File: src/hdl/wtw_pkg.sv
// Shared types and constants for the weekly time window table.
// Holds the word formats, table entry layout, codes and control structs.
// No dependencies.
package wtw_pkg;

    localparam int DefMaxWindows = 16;
    localparam int MinPerHour    = 60;
    localparam int MinW          = 11;
    localparam int DayW          = 3;
    localparam int CntW          = 5;

    // opcodes
    localparam logic OP_ADD   = 1'b0;
    localparam logic OP_CHECK = 1'b1;

    // result status codes
    localparam logic [1:0] ST_STORED  = 2'd0;
    localparam logic [1:0] ST_DUP     = 2'd1;
    localparam logic [1:0] ST_FULL    = 2'd2;
    localparam logic [1:0] ST_BEG_END = 2'd3;

    // day groups beyond the single days
    localparam logic [3:0] GRP_LAST_SINGLE = 4'd6;
    localparam logic [3:0] GRP_WORKDAYS    = 4'd7;
    localparam logic [3:0] GRP_WEEKEND     = 4'd8;

    // days, Monday first
    localparam logic [DayW-1:0] DAY_MON = 3'd0;
    localparam logic [DayW-1:0] DAY_FRI = 3'd4;
    localparam logic [DayW-1:0] DAY_SAT = 3'd5;
    localparam logic [DayW-1:0] DAY_SUN = 3'd6;

    // weekday codes on a check, Sunday first
    localparam logic [DayW-1:0] WD_SUN     = 3'd0;
    localparam logic [DayW-1:0] WD_INVALID = 3'd7;

    typedef struct packed {
        logic       opcode;
        logic [3:0] day_group;
        logic [4:0] begin_hour;
        logic [5:0] begin_minute;
        logic [4:0] stop_hour;
        logic [5:0] end_minute;
        logic [2:0] weekday;
        logic [4:0] now_hour;
        logic [5:0] now_minute;
    } in_word_t;

    typedef struct packed {
        logic [1:0]      status;
        logic            in_window;
        logic [CntW-1:0] entry_count;
    } out_word_t;

    typedef struct packed {
        logic [MinW-1:0] end_min;
        logic [MinW-1:0] begin_min;
        logic [DayW-1:0] last_day;
        logic [DayW-1:0] first_day;
    } entry_t;

    typedef struct packed {
        logic load;
        logic step;
        logic finish;
    } cmd_t;

    typedef struct packed {
        logic empty;
        logic last;
        logic out_free;
    } stat_t;

    function automatic logic [MinW-1:0] to_minutes(input logic [4:0] hour,
                                                   input logic [5:0] minute);
        to_minutes = MinW'(hour) * MinW'(MinPerHour) + MinW'(minute);
    endfunction

endpackage

File: src/hdl/wtw_ctrl.sv
// Sequencer for the weekly time window table.
// Drives load, scan step and finish commands to wtw_dp; uses wtw_pkg.
module wtw_ctrl
(
    input  logic           clk,
    input  logic           rst_n,
    input  logic           in_valid,
    output logic           in_ready,
    output wtw_pkg::cmd_t  cmd,
    input  wtw_pkg::stat_t stat
);

    typedef enum logic [1:0] {
        S_IDLE,
        S_SCAN,
        S_FIN
    } state_t;

    state_t state_reg, state_next;
    logic   ready_reg, ready_next;

    always_comb
    begin
        state_next = state_reg;
        ready_next = ready_reg;
        cmd        = '0;
        case (state_reg)
            S_IDLE:
            begin
                if (in_valid && ready_reg)
                begin
                    cmd.load   = 1'b1;
                    ready_next = 1'b0;
                    state_next = stat.empty ? S_FIN : S_SCAN;
                end
            end
            S_SCAN:
            begin
                cmd.step = 1'b1;
                if (stat.last)
                begin
                    state_next = S_FIN;
                end
            end
            S_FIN:
            begin
                // hold until the output register can take the word
                if (stat.out_free)
                begin
                    cmd.finish = 1'b1;
                    ready_next = 1'b1;
                    state_next = S_IDLE;
                end
            end
            default:
            begin
                state_next = S_IDLE;
                ready_next = 1'b1;
            end
        endcase
    end

    always_ff @(posedge clk or negedge rst_n)
    begin
        if (!rst_n)
        begin
            state_reg <= S_IDLE;
            ready_reg <= 1'b1;
        end
        else
        begin
            state_reg <= state_next;
            ready_reg <= ready_next;
        end
    end

    assign in_ready = ready_reg;

endmodule

File: src/hdl/wtw_dp.sv
// Datapath for the weekly time window table: item registers, entry memory,
// serial compare, entry count and output register. Uses wtw_pkg.
module wtw_dp #(
    parameter int MAX_WINDOWS = wtw_pkg::DefMaxWindows
)
(
    input  logic                clk,
    input  logic                rst_n,
    input  wtw_pkg::in_word_t   in_data,
    input  wtw_pkg::cmd_t       cmd,
    output wtw_pkg::stat_t      stat,
    output logic                out_valid,
    input  logic                out_ready,
    output wtw_pkg::out_word_t  out_data
);

    localparam int CW = $clog2(MAX_WINDOWS + 1);
    localparam int IW = (MAX_WINDOWS > 1) ? $clog2(MAX_WINDOWS) : 1;

    wtw_pkg::entry_t mem [MAX_WINDOWS];
    wtw_pkg::entry_t rd_data_reg;
    logic [IW-1:0]   rd_addr;

    logic                           opcode_reg;
    logic [wtw_pkg::DayW-1:0]       first_reg, last_reg, day_reg;
    logic                           day_ok_reg;
    logic [wtw_pkg::MinW-1:0]       beg_reg, end_reg, cur_reg;
    logic                           hit_reg;
    logic [IW-1:0]                  idx_reg;
    logic [CW-1:0]                  count_reg, count_next;
    logic                           out_valid_reg;
    wtw_pkg::out_word_t             out_reg;

    logic [wtw_pkg::DayW-1:0] grp_first, grp_last, chk_day;
    logic                     chk_day_ok;
    logic                     in_time, add_match, chk_match, match;
    logic                     full, store;
    logic [1:0]               status_val;

    // day group to day range
    always_comb
    begin
        if (in_data.day_group <= wtw_pkg::GRP_LAST_SINGLE)
        begin
            grp_first = in_data.day_group[wtw_pkg::DayW-1:0];
            grp_last  = in_data.day_group[wtw_pkg::DayW-1:0];
        end
        else
        begin
            case (in_data.day_group)
                wtw_pkg::GRP_WORKDAYS:
                begin
                    grp_first = wtw_pkg::DAY_MON;
                    grp_last  = wtw_pkg::DAY_FRI;
                end
                wtw_pkg::GRP_WEEKEND:
                begin
                    grp_first = wtw_pkg::DAY_SAT;
                    grp_last  = wtw_pkg::DAY_SUN;
                end
                default:
                begin
                    grp_first = wtw_pkg::DAY_MON;
                    grp_last  = wtw_pkg::DAY_SUN;
                end
            endcase
        end
    end

    // Sunday-first weekday to Monday-first day
    always_comb
    begin
        chk_day_ok = (in_data.weekday != wtw_pkg::WD_INVALID);
        if (in_data.weekday == wtw_pkg::WD_SUN)
        begin
            chk_day = wtw_pkg::DAY_SUN;
        end
        else
        begin
            chk_day = in_data.weekday - 3'd1;
        end
    end

    always_ff @(posedge clk)
    begin
        if (cmd.load)
        begin
            opcode_reg <= in_data.opcode;
            first_reg  <= grp_first;
            last_reg   <= grp_last;
            day_reg    <= chk_day;
            day_ok_reg <= chk_day_ok;
            beg_reg    <= wtw_pkg::to_minutes(in_data.begin_hour, in_data.begin_minute);
            end_reg    <= wtw_pkg::to_minutes(in_data.stop_hour, in_data.end_minute);
            cur_reg    <= wtw_pkg::to_minutes(in_data.now_hour, in_data.now_minute);
        end
    end

    // entry compare for the word at the current scan position
    always_comb
    begin
        if (rd_data_reg.end_min > rd_data_reg.begin_min)
        begin
            in_time = (cur_reg >= rd_data_reg.begin_min) && (cur_reg <= rd_data_reg.end_min);
        end
        else
        begin
            // window wraps past midnight
            in_time = (cur_reg >= rd_data_reg.begin_min) || (cur_reg <= rd_data_reg.end_min);
        end
        add_match = (rd_data_reg.first_day <= first_reg) && (rd_data_reg.last_day >= last_reg)
                    && (rd_data_reg.begin_min == beg_reg) && (rd_data_reg.end_min == end_reg);
        chk_match = day_ok_reg && (day_reg >= rd_data_reg.first_day)
                    && (day_reg <= rd_data_reg.last_day) && in_time;
        match     = (opcode_reg == wtw_pkg::OP_CHECK) ? chk_match : add_match;
    end

    // next read: entry zero outside a scan step, the following entry during a scan
    assign rd_addr = cmd.step ? IW'(idx_reg + 1'b1) : '0;

    always_ff @(posedge clk)
    begin
        rd_data_reg <= mem[rd_addr];
        if (store)
        begin
            mem[count_reg[IW-1:0]] <= '{end_min:   end_reg,
                                       begin_min: beg_reg,
                                       last_day:  last_reg,
                                       first_day: first_reg};
        end
    end

    always_comb
    begin
        full       = (count_reg == CW'(MAX_WINDOWS));
        store      = 1'b0;
        status_val = wtw_pkg::ST_STORED;
        if (opcode_reg == wtw_pkg::OP_ADD)
        begin
            if (beg_reg == end_reg)
            begin
                status_val = wtw_pkg::ST_BEG_END;
            end
            else if (hit_reg)
            begin
                status_val = wtw_pkg::ST_DUP;
            end
            else if (full)
            begin
                status_val = wtw_pkg::ST_FULL;
            end
            else
            begin
                store = cmd.finish;
            end
        end
        count_next = store ? count_reg + CW'(1) : count_reg;
    end

    always_ff @(posedge clk or negedge rst_n)
    begin
        if (!rst_n)
        begin
            count_reg     <= '0;
            out_valid_reg <= 1'b0;
            hit_reg       <= 1'b0;
            idx_reg       <= '0;
        end
        else
        begin
            count_reg <= count_next;
            if (cmd.load)
            begin
                hit_reg <= 1'b0;
                idx_reg <= '0;
            end
            else if (cmd.step)
            begin
                hit_reg <= hit_reg | match;
                idx_reg <= idx_reg + 1'b1;
            end
            if (cmd.finish)
            begin
                out_valid_reg <= 1'b1;
            end
            else if (out_ready)
            begin
                out_valid_reg <= 1'b0;
            end
        end
    end

    always_ff @(posedge clk)
    begin
        if (cmd.finish)
        begin
            out_reg.status      <= status_val;
            out_reg.in_window   <= (opcode_reg == wtw_pkg::OP_CHECK) && hit_reg;
            out_reg.entry_count <= wtw_pkg::CntW'(count_next);
        end
    end

    assign stat.empty    = (count_reg == '0);
    assign stat.last     = ((CW'(idx_reg) + CW'(1)) == count_reg);
    assign stat.out_free = !out_valid_reg || out_ready;

    assign out_valid = out_valid_reg;
    assign out_data  = out_reg;

endmodule

File: src/hdl/weekly_time_window_table.sv
// Weekly time window table, top level: joins wtw_ctrl and wtw_dp.
// Uses wtw_pkg for word formats and control structs.
//
// Each input word is either an add of a window (day group plus begin and end
// time) or a check of a moment (weekday, hour, minute); every word gives one
// result word. After a word is accepted, the entries held are compared one
// per cycle through the single registered read port of the entry memory,
// and then the result is loaded into the output register. The input is
// ready again in the cycle after the result is loaded, even while it still
// waits to be taken, so a word is accepted only once the one before it is
// through; a result not yet taken holds the next one back in its final
// cycle. Reset empties the table by clearing the entry count alone; no
// clearing pass runs.
module weekly_time_window_table #(
    parameter int MAX_WINDOWS = wtw_pkg::DefMaxWindows
)
(
    input  logic               clk,
    input  logic               rst_n,
    input  logic               in_valid,
    output logic               in_ready,
    input  wtw_pkg::in_word_t  in_data,
    output logic               out_valid,
    input  logic               out_ready,
    output wtw_pkg::out_word_t out_data
);

    wtw_pkg::cmd_t  cmd;
    wtw_pkg::stat_t stat;

    wtw_ctrl u_ctrl (
        .clk      (clk),
        .rst_n    (rst_n),
        .in_valid (in_valid),
        .in_ready (in_ready),
        .cmd      (cmd),
        .stat     (stat)
    );

    wtw_dp #(
        .MAX_WINDOWS (MAX_WINDOWS)
    ) u_dp (
        .clk       (clk),
        .rst_n     (rst_n),
        .in_data   (in_data),
        .cmd       (cmd),
        .stat      (stat),
        .out_valid (out_valid),
        .out_ready (out_ready),
        .out_data  (out_data)
    );

    a_cmd_onehot: assert property (@(posedge clk) disable iff (!rst_n)
        $onehot0({cmd.load, cmd.step, cmd.finish}))
        else $error("more than one datapath command at once");

    a_fin_free: assert property (@(posedge clk) disable iff (!rst_n)
        cmd.finish |-> stat.out_free)
        else $error("result loaded over a word not yet taken");

    a_step_nonempty: assert property (@(posedge clk) disable iff (!rst_n)
        cmd.step |-> !stat.empty)
        else $error("scan step on an empty table");

    a_load_busy: assert property (@(posedge clk) disable iff (!rst_n)
        cmd.load |=> !in_ready)
        else $error("ready while an item is in progress");

    a_count_range: assert property (@(posedge clk) disable iff (!rst_n)
        out_valid |-> (MAX_WINDOWS > 31) || (out_data.entry_count <= MAX_WINDOWS))
        else $error("entry count beyond table size");

endmodule

File: config.mk
export PLATFORM = sky130hd
export DESIGN_NAME = weekly_time_window_table
export DESIGN_NICKNAME = d
export VERILOG_FILES = /design/src/hdl/wtw_pkg.sv /design/src/hdl/wtw_ctrl.sv /design/src/hdl/wtw_dp.sv /design/src/hdl/weekly_time_window_table.sv
export SDC_FILE = /design/constraint.sdc
export NUM_CORES = 1
export LEC_CHECK = 0
export BUFFER_PORTS_ARGS = -buffer_cell sky130_fd_sc_hd__buf_2
export CORE_UTILIZATION = 40
export CTS_BUF_LIST = sky130_fd_sc_hd__clkbuf_4
export DETAILED_ROUTE_END_ITERATION = 16
export SYNTH_ARGS = -nofsm -noshare
export SYNTH_HDL_FRONTEND = slang
export SYNTH_SLANG_ARGS = --single-unit
File: constraint.sdc
create_clock -name clk -period 5.6 [get_ports clk]
set_clock_uncertainty 0.05 [all_clocks]
set_input_delay 0.28 -clock clk [delete_from_list [all_inputs] [get_ports clk]]
set_output_delay 0.28 -clock clk [all_outputs]
set_load 0.05 [all_outputs]
==> results by group <==
Drt
  – DRT Wirelength: 56.3 mm
  – DR WL/cell: between 20 and 25 um
  – 1st-pass router iterations: 13
  – Number of vias per cell: 5.35
  – Post-route DRC violation count: 14
  – DR iter-0 viols: 1073
  – Post-DRT Antenna Nets: 0
  – Vias: about 15000

Run status
  – Violated checks: design-rule violations
  – Status: finished with violations

Critical path
  – Crit-path cells: inv_2 > nor3b_2 > nand3b_1 > nor3_4 > nand3_1 > nor2_4
  – CP top delay family: simple AND/OR/NAND/NOR gates
  – CP max-delay cell: nor2_4
  – CP Buf/Inv Count: 1
  – Worst r2r src: u_ctrl.state_reg[1]
  – Max FO, Critical Path: 28
  – Crit path from: u_ctrl.state_reg[1]
  – Critical path arrival: 4.05 ns
  – Worst R2R Setup Slack: 2.01 ns
  – Data required, critical path: 6.06 ns
  – Crit end category: register
  – CP Class: register to register
  – Worst Reg-to-Reg Cells: 6
  – Max stage delay on crit path: slightly below 1 ns
  – Crit start category: register
  – R2r endpoint: u_dp.mem[14][1]

Power and ir drop
  – Power Density: 434 nW/um2
  – Lkg Pwr: 9.76 nW
  – Peak VDD IR: 290 uV
  – Net load switching power: 3.98 mW
  – Sw frac: 33.1%
  – Clock network power share: between 20% and 30%
  – P_int: between 8 and 9 mW
  – Comb power frac: between 20% and 30%
  – Seq pwr share: a little under half

Run
  – Max Cap Violations: 0

Floorplan
  – Die height: 247 um
  – Initial core utilization: 40.6%
  – Io pins: 55
  – Die W: 247 um
  – CORE AREA: 59100 um2
  – Die area: 61000 um2
  – Core Rows: about 90

Synth
  – Predominant post-synthesis flop cell: edfxtp_1
  – Flops & latches, synth: 542
  – Mean Syn Cell Area: 14.3 um2
  – Yosys warning count: 0
  – Async S/R FF share, synth: between 2 and 3%
  – Cell Area, Synth: 24000 um2
  – Post-synth EDFFs: 500
  – Synth cell types: 60
  – Sequential element share of the synthesized area: 66.4%
  – Cells after Synth: 1673
  – Post-synthesis net count: 1843

Hold path
  – Hold Path Origin: in_data[35]
  – Worst Hold End: u_dp.beg_reg[10]
  – Hold depth: 6
  – HP Class: input pin to register

Timing
  – Slew margin rel.: 20.4%
  – RSZ-0062 raised after global routing: false
  – Final worst-path cycle share: roughly 64%
  – Fmax: between 200 and 300 MHz
  – Post-route worst setup slack: just over 2 ns
  – Crit path time final: 3.59 ns
  – Slew @ Worst Pin: between 1 and 1.5 ns
  – Sum Neg Setup Slack: 0 ns
  – Finish-stage setup viols: 0
  – Slew Viols, Final: 0
  – Final Hold Viols: 0

Place
  – Final GP Congestion: just over 0.8
  – PortBufs: 54
  – Pre-CTS setup slack: roughly 2 ns
  – Post-DP HPWL: 31.8 mm

Clock network
  – CTS Buf Count: 137
  – Clock slew at reported path FFs: 0.06 ns
  – CTS tree: built
  – Post-CTS setup buffer count: 0
  – Max clock buf depth: 3
  – Clock Tree Root: clkbuf_4
  – H-tree Lvls: 4
  – Clock Latency Late Sink: 0.96 ns
  – Clk sinks: 542

Layout
  – Synthesis-to-layout area growth: 15.5%
  – Layout cell share with drive strength beyond 1: 18.2%
  – Commonest cells after routing, fill and taps aside: 500 x edfxtp_1, 195 x clkbuf_4, 137 x nand2_1
  – Max reg flops: ~450
  – Finished Core Util: 46.9%
  – Commonest non-fill, non-tap cell in the layout: edfxtp_1
  – Fillers: around 5100
  – Nets@finish: 2054

Global routing
  – Grt total ovfl: 0
  – Largest net degree at the start of global routing: 103
  – Vias in the first global route: 15100
  – First-pass GRT wire length: ~87 mm
  – Initial antenna violation count: 2
  – Total GRT Usage: 19.1%
-- final cells by class --
class / count / area [um2] / area share (%)
Sequential cell: 542 / 15900 / 57.5
Multi-Input combinational cell: 936 / 7400 / 26.7
Clock buffer: 195 / 1460 / 5.28
Timing Repair Buffer: 156 / 1200 / 4.33
Tap cell: 773 / 967 / 3.49
Inverter: 111 / 417 / 1.50
Clock inverter: 42 / 329 / 1.19
Antenna cell: 5 / 12.5 / 0.0451
-- per-layer routing --
metal,vias up,wire [um],GRT usage [%]
li1,6908,-,-
met5,-,0,0
met2,421,27200,30.4
met3,78,3080,4.00
met1,7372,25000,25.5
met4,0,993,7.59
-- metrics by stage --
stage	std cells	total power, mW	hold slack [ns]	cell area [um2]
6_report	2760	12.0	0.148	27700
3_3_place_gp	2452	8.49	0.153	25300
4_1_cts	2755	12.1	0.00721	27700
5_1_grt	2760	12.7	0.0498	27700
2_1_floorplan	1673	7.57	-0.0656	24000
3_5_place_dp	2452	8.57	0.152	25300
-- power by group through the flow --
stage | registers [mW] | clock network [mW] | logic [mW]
floorplan | 5.41 | 0 | 2.16
global placement | 5.49 | 0 | 3.00
detailed placement | 5.51 | 0 | 3.07
CTS | 5.43 | 3.56 | 3.16
global route | 5.46 | 3.78 | 3.51
finish | 5.42 | 3.47 | 3.13
-- worst min-delay path, cell delays in order --
cell     delay (ns)
buf_2          0.13
ha_1           0.21
inv_1          0.06
a21oi_1        0.06
o311a_1        0.12
xor2_1         0.14
-- synthesized netlist by cell type (13+ instances only) --
library cell | instances | area share, %
o21ai_0 | 56 | 1.2
a211oi_1 | 62 | 1.9
o221ai_1 | 56 | 2.0
edfxtp_1 | 500 | 63
nor2b_1 | 72 | 1.9
nand4_1 | 16 | 0.42
o21ai_1 | 29 | 0.60
dfrtp_1 | 13 | 1.4
fa_1 | 24 | 2.0
nor2_1 | 29 | 0.45
nor3_1 | 18 | 0.38
dfxtp_1 | 28 | 2.3
nand2_1 | 138 | 2.2
clkbuf_1 | 32 | 0.50
ha_1 | 101 | 5.3
xnor2_1 | 59 | 2.2
buf_2 | 34 | 0.71
a311oi_1 | 56 | 2.0
nand3_1 | 13 | 0.27
a21oi_1 | 89 | 1.9
mux4_2 | 28 | 2.6
inv_1 | 109 | 1.7
-- repair_timing --
action / in CTS / in global routing
gates resized for setup: 0 / 0
endpoints found under the hold margin: 116 / 0
hold buffers: 66 / 0
-- worst max-delay path by stage --
| stage | slack [ns] | end | depth (start not counted) |
|---|---|---|---|
| after floorplan | 0.56 | u_dp.mem[1][0] | 5 |
| after global placement | 2.18 | u_dp.mem[14][18] | 6 |
| after detailed placement | 2.02 | u_dp.mem[13][22] | 6 |
| after CTS | 1.97 | u_dp.mem[13][2] | 6 |
| after global routing | 1.78 | u_dp.mem[12][2] | 6 |
| final | 2.01 | u_dp.mem[14][1] | 6 |
-- kinds of logic after synthesis --
logic type / after synthesis / synth area share [%]
DFF: 542 / 66.4
AOI/OAI and AO/OA: 387 / 10.9
and+or+nand+nor: 324 / 6.75
buffers and inverters: 195 / 3.41
adders and majority gates: 125 / 7.27
xor gates and xnor gates: 71 / 2.59
muxes: 29 / 2.67
(Power assumes the default switching activity.)
